File: config.mk
export PLATFORM = sky130hd
export DESIGN_NAME = hsl_to_rgb_converter
export DESIGN_NICKNAME = d
export VERILOG_FILES = /design/src/rtl/hsl_pkg.sv /design/src/rtl/hsl_chan_scale.sv /design/src/rtl/hsl_to_rgb_converter.sv
export SDC_FILE = /design/constraint.sdc
export NUM_CORES = 2
export LEC_CHECK = 0
export ABC_AREA = 1
export ABC_CLOCK_PERIOD_IN_PS = 9700
export BUFFER_PORTS_ARGS = -buffer_cell sky130_fd_sc_hd__buf_2
export CORE_ASPECT_RATIO = 1.5
export CORE_MARGIN = 1
export CORE_UTILIZATION = 62
export CTS_BUF_LIST = sky130_fd_sc_hd__clkbuf_4 sky130_fd_sc_hd__clkbuf_8
export CTS_CLUSTER_SIZE = 20
export DETAILED_ROUTE_END_ITERATION = 12
export PLACE_DENSITY = 0.79
export SLEW_MARGIN = 20
export SYNTH_ARGS = -nofsm -noshare
export SYNTH_HDL_FRONTEND = slang
export SYNTH_SLANG_ARGS = --single-unit
File: constraint.sdc
create_clock -name clk -period 9.7 [get_ports clk]
set_input_delay 0.97 -clock clk [delete_from_list [all_inputs] [get_ports clk]]
set_output_delay 0.97 -clock clk [all_outputs]
set_load 0.03 [all_outputs]
File: src/rtl/hsl_pkg.sv
`timescale 1ns / 1ps
`default_nettype none
// ----------------------------------------------------------------------------
// hsl_pkg
// Types, constants and word formats shared by the hsl to rgb converter.
// ----------------------------------------------------------------------------
package hsl_pkg;

  // fixed point format of saturation and lightness
  localparam int FRAC_BITS = 12;
  localparam int UNIT_W    = 13;
  localparam logic [UNIT_W-1:0] UNIT_ONE = UNIT_W'(1 << FRAC_BITS);

  // hue in 1/16 degree steps
  localparam int HUE_IN_W  = 14;
  localparam int HUE_W     = 13;
  localparam int HUE_FULL  = 5760;
  localparam int HUE_SEC   = 960;
  localparam int HUE_PAIR  = 1920;
  localparam int TRI_W     = 10;

  // internal arithmetic widths
  localparam int CNUM_W    = 2 * FRAC_BITS + 1;
  localparam int LTERM_W   = UNIT_W + 11;
  localparam int K_W       = TRI_W + 2;
  localparam int PROD_W    = CNUM_W + 1 + K_W;
  localparam int V_W       = 2 * FRAC_BITS + 12;
  localparam int SUM_W     = V_W + 6;
  // channel = floor((v * 17 + 2^(2F+6)) / 2^(2F+7))
  localparam int RND_SHIFT = 2 * FRAC_BITS + 7;
  localparam int Q_W       = SUM_W - RND_SHIFT;

  // hue sector, 60 degrees each
  typedef enum logic [2:0] {
    SEC_RY = 3'd0,
    SEC_YG = 3'd1,
    SEC_GC = 3'd2,
    SEC_CB = 3'd3,
    SEC_BM = 3'd4,
    SEC_MR = 3'd5
  } sector_t;

  // what a channel carries on top of the lightness offset
  typedef enum logic [1:0] {
    ROLE_C,
    ROLE_X,
    ROLE_Z
  } role_t;

  typedef struct packed {
    logic signed [HUE_IN_W-1:0] hue;
    logic [UNIT_W-1:0]          saturation;
    logic [UNIT_W-1:0]          lightness;
  } hsl_in_t;

  typedef struct packed {
    logic [7:0] red;
    logic [7:0] green;
    logic [7:0] blue;
  } rgb_out_t;

  // shared operands handed to each channel stage
  typedef struct packed {
    logic [CNUM_W-1:0]  cnum;
    logic [TRI_W-1:0]   tri_val;
    logic [LTERM_W-1:0] lterm;
  } chan_t;

endpackage : hsl_pkg
`default_nettype wire

File: src/rtl/hsl_chan_scale.sv
`timescale 1ns / 1ps
`default_nettype none
// ----------------------------------------------------------------------------
// hsl_chan_scale
// One color channel: weight the chroma, add the lightness offset, then scale
// to 0..255 with round half up and clamp. Three register stages.
// ----------------------------------------------------------------------------
module hsl_chan_scale (
  input  wire logic          clk,
  input  hsl_pkg::role_t     role,
  input  hsl_pkg::chan_t     chan_in,
  output logic [7:0]         level
);
  import hsl_pkg::*;

  logic signed [K_W-1:0]    k_sel;
  logic signed [PROD_W-1:0] prod_nxt, prod_r;
  logic [LTERM_W-1:0]       lterm_r;
  logic signed [PROD_W-1:0] v_sum;
  logic [V_W-1:0]           v_nxt, v_r;
  logic [SUM_W-1:0]         rnd_sum;
  logic [Q_W-1:0]           q;
  logic [7:0]               level_nxt, level_r;

  // chroma weight per channel role, in 1/1920 units less the half chroma
  always_comb begin
    case (role)
      ROLE_C:  k_sel = K_W'(HUE_SEC);
      ROLE_X:  k_sel = $signed({1'b0, chan_in.tri_val, 1'b0}) - K_W'(HUE_SEC);
      default: k_sel = -K_W'(HUE_SEC);
    endcase
    prod_nxt = $signed({1'b0, chan_in.cnum}) * k_sel;
  end

  always_ff @(posedge clk) begin
    prod_r  <= prod_nxt;
    lterm_r <= chan_in.lterm;
  end

  // add lightness offset, sum is never negative
  always_comb begin
    v_sum = prod_r + $signed({{(PROD_W-LTERM_W-FRAC_BITS){1'b0}}, lterm_r,
                              {FRAC_BITS{1'b0}}});
    v_nxt = v_sum[V_W-1:0];
  end

  always_ff @(posedge clk) begin
    v_r <= v_nxt;
  end

  // scale by 17 / 2^(2F+7) with round half up, then clamp
  always_comb begin
    rnd_sum = SUM_W'({v_r, 4'b0000}) + SUM_W'(v_r) + (SUM_W'(1) << (RND_SHIFT - 1));
    q       = rnd_sum[SUM_W-1:RND_SHIFT];
    level_nxt = (q > Q_W'(255)) ? 8'd255 : q[7:0];
  end

  always_ff @(posedge clk) begin
    level_r <= level_nxt;
  end

  assign level = level_r;

endmodule : hsl_chan_scale
`default_nettype wire

File: src/rtl/hsl_to_rgb_converter.sv
`timescale 1ns / 1ps
`default_nettype none
// ----------------------------------------------------------------------------
// hsl_to_rgb_converter
// Converts one hsl color word to an 8 bit per channel rgb word.
//
//   channel  ports                     direction  handshake
//   input    start, busy, in_word      in         start && !busy
//   result   out_valid, out_word       out        strobe, one cycle
//
// One word per clock; each accepted word runs through the stages below in order.
// Stages: hue wrap and chroma base, chroma and sector, channel weight
// multiply, offset add, round and clamp. The multipliers set the stage cut.
// busy stays low: the pipeline never holds, and the receiver cannot stall.
// Reset clears the valid bits only; no state survives between words.
// ----------------------------------------------------------------------------
module hsl_to_rgb_converter (
  input  wire logic              clk,
  input  wire logic              rst_n,
  input  wire logic              start,
  output logic                   busy,
  input  hsl_pkg::hsl_in_t       in_word,
  output logic                   out_valid,
  output hsl_pkg::rgb_out_t      out_word
);
  import hsl_pkg::*;

  localparam int PIPE_DEPTH = 5;

  logic [PIPE_DEPTH-1:0] vld_nxt, vld_r;

  // stage 1 signals
  logic signed [HUE_IN_W:0] hw;
  logic [UNIT_W-1:0]        sat_c, lit_c;
  logic [UNIT_W:0]          twol, l_dev;
  logic [HUE_W-1:0]         s1_hue_nxt, s1_hue_r;
  logic [UNIT_W-1:0]        s1_sat_r, s1_lit_r;
  logic [UNIT_W-1:0]        s1_cb_nxt, s1_cb_r;

  // stage 2 signals
  logic [2*UNIT_W-1:0]      c_prod;
  logic [LTERM_W-1:0]       lterm_nxt;
  sector_t                  sector;
  logic [HUE_W-1:0]         t_val;
  logic [HUE_W-1:0]         tri_full;
  role_t                    role_r_nxt, role_g_nxt, role_b_nxt;
  role_t                    role_r_r, role_g_r, role_b_r;
  chan_t                    s2_nxt, s2_r;

  // words are accepted whenever start is high
  assign busy = 1'b0;

  // valid bits travel with the data
  assign vld_nxt = {vld_r[PIPE_DEPTH-2:0], start & ~busy};

  always_ff @(posedge clk) begin
    if (!rst_n) begin
      vld_r <= '0;
    end else begin
      vld_r <= vld_nxt;
    end
  end

  // stage 1: hue wrap, clamp inputs, chroma base 1 - |2l - 1|
  always_comb begin
    hw = {in_word.hue[HUE_IN_W-1], in_word.hue};
    if (hw[HUE_IN_W]) hw = hw + (HUE_IN_W+1)'(HUE_FULL);
    if (hw[HUE_IN_W]) hw = hw + (HUE_IN_W+1)'(HUE_FULL);
    if (hw >= (HUE_IN_W+1)'(HUE_FULL)) hw = hw - (HUE_IN_W+1)'(HUE_FULL);
    if (hw >= (HUE_IN_W+1)'(HUE_FULL)) hw = hw - (HUE_IN_W+1)'(HUE_FULL);
    s1_hue_nxt = hw[HUE_W-1:0];

    sat_c = (in_word.saturation > UNIT_ONE) ? UNIT_ONE : in_word.saturation;
    lit_c = (in_word.lightness > UNIT_ONE) ? UNIT_ONE : in_word.lightness;
    twol  = {lit_c, 1'b0};
    l_dev = (twol >= {1'b0, UNIT_ONE}) ? twol - {1'b0, UNIT_ONE}
                                       : {1'b0, UNIT_ONE} - twol;
    s1_cb_nxt = UNIT_ONE - l_dev[UNIT_W-1:0];
  end

  always_ff @(posedge clk) begin
    s1_hue_r <= s1_hue_nxt;
    s1_sat_r <= sat_c;
    s1_lit_r <= lit_c;
    s1_cb_r  <= s1_cb_nxt;
  end

  // stage 2: chroma, lightness term, sector and triangle position
  always_comb begin
    c_prod    = s1_cb_r * s1_sat_r;
    lterm_nxt = LTERM_W'(s1_lit_r) * LTERM_W'(HUE_PAIR);

    if (s1_hue_r < HUE_W'(HUE_SEC))           sector = SEC_RY;
    else if (s1_hue_r < HUE_W'(2 * HUE_SEC))  sector = SEC_YG;
    else if (s1_hue_r < HUE_W'(3 * HUE_SEC))  sector = SEC_GC;
    else if (s1_hue_r < HUE_W'(4 * HUE_SEC))  sector = SEC_CB;
    else if (s1_hue_r < HUE_W'(5 * HUE_SEC))  sector = SEC_BM;
    else                                      sector = SEC_MR;

    // position within a pair of sectors
    if (s1_hue_r < HUE_W'(HUE_PAIR))          t_val = s1_hue_r;
    else if (s1_hue_r < HUE_W'(2 * HUE_PAIR)) t_val = s1_hue_r - HUE_W'(HUE_PAIR);
    else                                      t_val = s1_hue_r - HUE_W'(2 * HUE_PAIR);

    tri_full = (t_val >= HUE_W'(HUE_SEC)) ? HUE_W'(HUE_PAIR) - t_val : t_val;

    s2_nxt.cnum    = c_prod[CNUM_W-1:0];
    s2_nxt.tri_val = tri_full[TRI_W-1:0];
    s2_nxt.lterm   = lterm_nxt;
  end

  // channel roles per sector
  always_comb begin
    unique case (sector)
      SEC_RY: begin
        role_r_nxt = ROLE_C; role_g_nxt = ROLE_X; role_b_nxt = ROLE_Z;
      end
      SEC_YG: begin
        role_r_nxt = ROLE_X; role_g_nxt = ROLE_C; role_b_nxt = ROLE_Z;
      end
      SEC_GC: begin
        role_r_nxt = ROLE_Z; role_g_nxt = ROLE_C; role_b_nxt = ROLE_X;
      end
      SEC_CB: begin
        role_r_nxt = ROLE_Z; role_g_nxt = ROLE_X; role_b_nxt = ROLE_C;
      end
      SEC_BM: begin
        role_r_nxt = ROLE_X; role_g_nxt = ROLE_Z; role_b_nxt = ROLE_C;
      end
      default: begin
        role_r_nxt = ROLE_C; role_g_nxt = ROLE_Z; role_b_nxt = ROLE_X;
      end
    endcase
  end

  always_ff @(posedge clk) begin
    s2_r     <= s2_nxt;
    role_r_r <= role_r_nxt;
    role_g_r <= role_g_nxt;
    role_b_r <= role_b_nxt;
  end

  // stages 3 to 5: per channel weight, offset, round and clamp
  hsl_chan_scale u_chan_red (
    .clk     (clk),
    .role    (role_r_r),
    .chan_in (s2_r),
    .level   (out_word.red)
  );

  hsl_chan_scale u_chan_green (
    .clk     (clk),
    .role    (role_g_r),
    .chan_in (s2_r),
    .level   (out_word.green)
  );

  hsl_chan_scale u_chan_blue (
    .clk     (clk),
    .role    (role_b_r),
    .chan_in (s2_r),
    .level   (out_word.blue)
  );

  assign out_valid = vld_r[PIPE_DEPTH-1];

  // every accepted word leaves as the result strobe, which follows start through the valid pipeline
  a_latency : assert property (@(posedge clk) disable iff (!rst_n)
    ($past(rst_n, 1) && $past(rst_n, 2) && $past(rst_n, 3) && $past(rst_n, 4) &&
     $past(rst_n, 5)) |-> (out_valid == $past(start, 5)))
    else $error("result strobe does not match accepted word");

  // zero saturation gives a grey result
  a_grey : assert property (@(posedge clk) disable iff (!rst_n)
    ($past(rst_n, 1) && $past(rst_n, 2) && $past(rst_n, 3) && $past(rst_n, 4) &&
     $past(rst_n, 5) && out_valid && ($past(in_word.saturation, 5) == '0))
    |-> (out_word.red == out_word.green && out_word.green == out_word.blue))
    else $error("grey input gave unequal channels");

  // chroma never exceeds one
  a_chroma : assert property (@(posedge clk) disable iff (!rst_n)
    vld_r[1] |-> (s2_r.cnum <= (CNUM_W'(1) << (2 * FRAC_BITS))))
    else $error("chroma above one");

  // triangle position stays within one sector
  a_tri : assert property (@(posedge clk) disable iff (!rst_n)
    vld_r[1] |-> (s2_r.tri_val <= TRI_W'(HUE_SEC)))
    else $error("secondary position out of range");

endmodule : hsl_to_rgb_converter
`default_nettype wire
[Word level (Yosys, flattened, before mapping)]
Cells that the tools add are included.
Word-level totals
  flip-flop bits (word level): 372
  input port bits: 43
  output and inout bits: 26
  logic and storage cells: 97
Cells by class
  $add $sub $neg: 20
  multipliers: 5
  $lt $le $gt $ge: 14
  eq/ne operators: 7
  multiplexer cells: 20
  reductions and logical operators: 10
Operator list (count)
  adder 42 x 31 -> 42 bit, second input constant: 3
  adder 40 x 36 -> 41 bit: 3
  adder 36 bit: 3
  multiplier 26 x 12 -> 36 bit: 3
  one-hot mux 12 bit (2 select lines): 3
  2-to-1 mux 13 bit: 5
  2-to-1 mux 15 bit: 3
  greater-than comparator 11 x 8 -> 1 bit, second input constant: 3
  greater-or-equal comparator 15 x 14 -> 1 bit, second input constant: 2
  greater-than comparator 13 bit, second input constant: 2
  < comparator 13 x 12 -> 1 bit, second input constant: 2
  subtractor 13 bit, first input constant: 2
  subtractor 13 bit, second input constant: 2
  multiplier 13 x 13 -> 25 bit: 1
  multiplier 13 x 4 -> 17 bit, second input constant: 1
  adder 14 x 14 -> 15 bit, second input constant: 1
  adder 15 x 14 -> 15 bit, second input constant: 1
  subtractor 15 x 14 -> 15 bit, second input constant: 1
  greater-or-equal comparator 14 x 13 -> 1 bit, second input constant: 1
  greater-or-equal comparator 13 x 10 -> 1 bit, second input constant: 1
  < comparator 13 x 10 -> 1 bit, second input constant: 1
  < comparator 13 x 11 -> 1 bit, second input constant: 1
  < comparator 13 bit, second input constant: 1
  subtractor 13 x 11 -> 13 bit, second input constant: 1
  other kinds (14): 29

[Longest topological paths before layout]
  word-level depth: 9
  depth in mapped cells: 31
  mapped depth without buffers: 31

[Cells and area by module]
Synthesis repeated with hierarchy kept, for this count alone.
Second synthesis, totals
  cells, all modules: 7231
  area total of the unflattened synthesis: 55199.2 µm²
Modules (own cells, without submodules)
  hsl_chan_scale (u_chan_green): instances 1, cells an instance 1969, area an instance 14890.5 µm², seq. area each 2042.0 µm²
  hsl_chan_scale (u_chan_red): instances 1, cells an instance 1986, area an instance 14859.3 µm², seq. area each 2042.0 µm²
  hsl_chan_scale (u_chan_blue): instances 1, cells an instance 1923, area an instance 14681.6 µm², seq. area each 2042.0 µm²
  hsl_to_rgb_converter: instances 1, cells an instance 1353, area an instance 10767.8 µm², seq. area each 2242.2 µm²

[Worst setup path after synthesis]
Ideal clock, no wire load.
  path type: register -> register
  from: reg s2_r[29] in the netlist's numbering
  to: reg u_chan_blue.prod_r[34]
  arrival time: 5707 ps
  path slack: 3922 ps
  cell stages (with the launch flop): 25
  clock period less this slack: 5778 ps
  path through: dfxtp_1 > ha_1 > nand3_1 > xnor2_1 > inv_1 > o21ai_1 > clkbuf_1 > nor2_1 > fa_1 > fa_1 > fa_1 > fa_1 > inv_1 > fa_1 > inv_1 > ha_1 > a21oi_1 > o21ai_0 > a21oi_1 > nand3_1 > a21o_1 > a21boi_0 > o21ai_0 > a21oi_1 > xor2_1
Between the ends
  cells in the longest elaborated chain, start to end: 3
Ends and longest elaborated chain
  start, declared: RTL line hsl_to_rgb_converter.sv:48  | chan_t s2_nxt, s2_r;
  start signal, assigned: RTL line hsl_to_rgb_converter.sv:137  | s2_r <= s2_nxt;
  subtractor 11 x 10 -> 12 bit: RTL line hsl_chan_scale.sv:29  | ROLE_X: k_sel = $signed({1'b0, chan_in.tri_val, 1'b0}) - K_W'(HUE_SEC);
  one-hot mux 12 bit (2 select lines): RTL line hsl_chan_scale.sv:27  | case (role)
  multiplier 26 x 12 -> 36 bit: RTL line hsl_chan_scale.sv:32  | prod_nxt = $signed({1'b0, chan_in.cnum}) * k_sel;
  via u_chan_blue.prod_nxt[34]: RTL line hsl_chan_scale.sv:17  | logic signed [PROD_W-1:0] prod_nxt, prod_r;
  end signal, assigned: RTL line hsl_chan_scale.sv:36  | prod_r <= prod_nxt;
  end, declared: RTL line hsl_chan_scale.sv:17
The timed path passes the listed nets, and every way through them passes these cells.
A chain may end at the register's enable or synchronous reset.

[Worst setup path after layout]
  from: reg s2_r[29] in the netlist's numbering
  to: reg u_chan_green.prod_r[33]
Between the ends
  cells in the longest elaborated chain, start to end: 3
Ends and longest elaborated chain (RTL line)
  subtractor 11 x 10 -> 12 bit: hsl_chan_scale.sv:29
  one-hot mux 12 bit (2 select lines): hsl_chan_scale.sv:27
  multiplier 26 x 12 -> 36 bit: hsl_chan_scale.sv:32
  via u_chan_green.prod_nxt[33]: hsl_chan_scale.sv:17
  end signal, assigned: hsl_chan_scale.sv:36
  end, declared: hsl_chan_scale.sv:17
The timed path passes the listed nets, and every way through them passes these cells.

==> impl_metrics.json <==
{
  "outcome": "completed",
  "dp_slack_ns": 2.45,
  "area_growth_pct": 5.75,
  "async_flop_share_pct": 0,
  "grt_max_degree": 29,
  "worst_slew_pin_slew_ns": 1.03,
  "fp.dieH_microns": 345,
  "postCtsSetupRepairBufs": 0,
  "finalWorstSetupSlack_ns": 2.32,
  "met2_usage_pct": 58.2,
  "relSlewSlack_pct": 31.0,
  "port_buffers": 67,
  "finalMaxSlewViolations": 0,
  "max_cap_viol_count": 0,
  "drtPass1Iterations": 5,
  "end_kind": "flip-flop",
  "vias_per_cell": 5.54,
  "ctsLongestPathBuffers": 3,
  "cts_hold_buf": 0,
  "dieArea_sq_um": 79700,
  "synth.distinct_cells": 55,
  "synthFlopType": "dfxtp_1",
  "place_area_sq_um": 50200,
  "cp-endpoint": "u_chan_green.prod_r[33]",
  "cts_tree": "yes",
  "crit_type": "reg -> reg",
  "rsz0062_at_grt": "no",
  "wire_per_inst_microns": 17.9,
  "wl_microns": 129000,
  "required_ns": 10.37,
  "cts_max_level": 2,
  "fin_setup_tns_ns": 0,
  "synth.avg_cell_area_sq_um": 7.96,
  "cp.arrival_ns": 8.05,
  "drive_gt1_share_pct": 4.78,
  "drc_errors": 0,
  "nNetsFinal": 7486,
  "cts.reportedPaths.clkPinSlew_ns": 0.08,
  "cp_max_fo": 17,
  "ant_nets": 0,
  "cts-root-buf": "clkbuf_8",
  "row_count": 125,
  "yosysWarnings": 0,
  "numClockSinks": 357,
  "grt_usage_pct": 33.4,
  "grt_pass1_vias": 41666,
  "min_period_ns": 7.38,
  "numCtsBuffers": 56,
  "antenna_found_initial": 1,
  "cts_resized": 0,
  "syn_inst": 6115,
  "finalHoldViolCount": 0,
  "syn-num-nets": 7458,
  "gr-total-overflow": 0,
  "drt_iter0_drc": 2466,
  "slowest_delay_ns": 0.75,
  "grt_use_met3_pct": 5.35,
  "reg2regPathDepth": 28,
  "busiest_layer": "met2",
  "setup_viol": 0,
  "die_w_microns": 231,
  "final_cell_area_sq_um": 51500,
  "hold_path.class": "reg -> reg",
  "worstSetupStartpointType": "flip-flop",
  "vias": 39900,
  "dpl.hpwl_microns": 105000,
  "reg2reg_slack_ns": 2.32,
  "ys_ff_latch": 357,
  "clk-insertion-delay-late_ns": 0.76,
  "r2r_end": "u_chan_green.prod_r[33]",
  "max_freq_mhz": 135,
  "core_sq_um": 77600,
  "post-place-cells": 7101,
  "initial_utilization_pct": 62.8,
  "skew_ns": 0.0778,
  "synth_edf_count": 0,
  "reg2reg_from": "s2_r[29]",
  "grt_pass1_wl_microns": 209000,
  "grt_util_met1_pct": 36.3,
  "io_pins": 69,
  "instances_no_fill": 7203,
  "crit_slowest_cell": "clkinv_1",
  "finalCritPeriodShare_pct": 76.1,
  "synth_area_sq_um": 48700,
  "cp-startpoint": "s2_r[29]",
  "gp_congestion": 0.984,
  "yosysSeqAreaShare_pct": 14.7
}
==> logic make-up (layout without fill, tap and decap cells) <==
group	after synthesis	in the layout	synth area share [%]
XOR/XNOR	235	235	4.23
AND/OR/NAND/NOR	2167	2167	18.2
flip-flops	357	357	14.7
other	1	2	0.00770
AO/OA/AOI/OAI	589	589	6.88
buffers and inverters	1466	1537	11.3
adder cells (fa/ha/maj)	1300	1300	44.7
==> Yosys cell counts (all sizes together), types with 33 or more instances <==
master     n  area share (%)
inv     1301              10
nand2   1272              10
fa       732              30
nor2     614             4.9
ha       568              15
dfxtp    357              15
a21oi    263             2.7
nand3    168             1.8
o21ai    160             1.7
xor2     156             2.8
clkbuf   147             1.1
xnor2     79             1.4
nor3      48            0.53
a31oi     37            0.48
nand4     35            0.45
a21o      33            0.51
==> how the worst min path moves through the flow <==
stage	start	cells past startpoint	end	slack, ns
2_1_floorplan	s2_r[10]	0	u_chan_blue.lterm_r[10]	0.31
3_3_place_gp	u_chan_blue.prod_r[16]	0	u_chan_blue.v_r[16]	0.31
3_5_place_dp	u_chan_blue.prod_r[7]	0	u_chan_blue.v_r[7]	0.31
4_1_cts	u_chan_blue.prod_r[18]	0	u_chan_blue.v_r[18]	0.31
5_1_grt	u_chan_blue.prod_r[18]	0	u_chan_blue.v_r[18]	0.31
6_report	u_chan_blue.prod_r[18]	0	u_chan_blue.v_r[18]	0.29
==> worst max-delay path: cells and delay by family, from the launching register on <==
| kind | cells | cell delay [ns] |
|---|---|---|
| xor gates and xnor gates | 1 | 0.20 |
| AOI/OAI and AO/OA | 7 | 2.04 |
| adders and majority gates | 6 | 2.60 |
| and+or+nand+nor | 8 | 0.98 |
| DFF | 1 | 0.39 |
| buffers and inverters | 6 | 1.12 |
==> through the flow <==
| stage | util, % | hold WS (ns) |
|---|---|---|
| after floorplan | - | 0.310 |
| after global placement | 64.7 | 0.310 |
| after detailed placement | 64.7 | 0.312 |
| after CTS | 66.4 | 0.305 |
| after global routing | 66.4 | 0.311 |
| final | 66.4 | 0.286 |
==> registers in the layout, indices dropped and copies added (netlist names) <==
signal               count
u_chan_red.v_r          34
u_chan_blue.v_r         34
u_chan_green.level       8
u_chan_red.level         8
s1_hue_r                13
role_r_r                 2
u_chan_green.v_r        34
vld_r                    5
u_chan_blue.prod_r      34
u_chan_blue.level        8
s2_r                    51
s1_sat_r                13
role_b_r                 2
role_g_r                 2
s1_lit_r                13
u_chan_red.prod_r       34
s1_cb_r                 11
u_chan_blue.lterm_r     17
u_chan_green.prod_r     34
==> cells in the final DEF (no fill, tap or decap), types with 9 or more instances in the layout <==
| cell | netlist | layout |
|---|---|---|
| nor2_1 | 604 | 604 |
| nor3_1 | 46 | 46 |
| a21boi_0 | 21 | 21 |
| o21ai_1 | 11 | 11 |
| nand2_1 | 1241 | 1241 |
| nand2_4 | 15 | 15 |
| fa_1 | 732 | 732 |
| o21bai_1 | 16 | 16 |
| ha_1 | 568 | 568 |
| nand2_2 | 16 | 16 |
| a21oi_1 | 263 | 263 |
| nand4_1 | 35 | 35 |
| o31ai_1 | 12 | 12 |
| clkbuf_8 | 0 | 62 |
| dfxtp_1 | 357 | 357 |
| clkbuf_4 | 0 | 15 |
| a21o_1 | 33 | 33 |
| xor2_1 | 156 | 156 |
| buf_4 | 1 | 61 |
| o21ai_0 | 146 | 145 |
| inv_1 | 1294 | 1294 |
| buf_2 | 1 | 67 |
| xnor2_1 | 79 | 79 |
| o211ai_1 | 11 | 11 |
| nand3_1 | 163 | 163 |
| a31oi_1 | 37 | 37 |
| nor4_1 | 12 | 12 |
| nand3b_1 | 9 | 9 |
| o21a_1 | 11 | 11 |
==> area by class of cell <==
cell class              count  area (sq um)
well taps                1016          1270
repair buffers            128           793
clock inverters            24           368
inverters                1308          4910
diodes                      1          2.50
multi-input cells        4292         36000
flip-flops and latches    357          7150
clock buffers              77           966
fillers                  6631         26100
==> metal layers <==
metal | part of all wire [%] | wire (microns) | up-vias
met3 | 7.1 | 9180 | 578
met5 | 0 | 0 | -
li1 | - | - | 18675
met4 | 9.1 | 11800 | 0
met2 | 48 | 62700 | 1555
met1 | 35 | 45600 | 19092
Power is left out: the tool's default activity adds up to more than one toggle a clock period on the data nets, which glitch-free logic cannot reach.
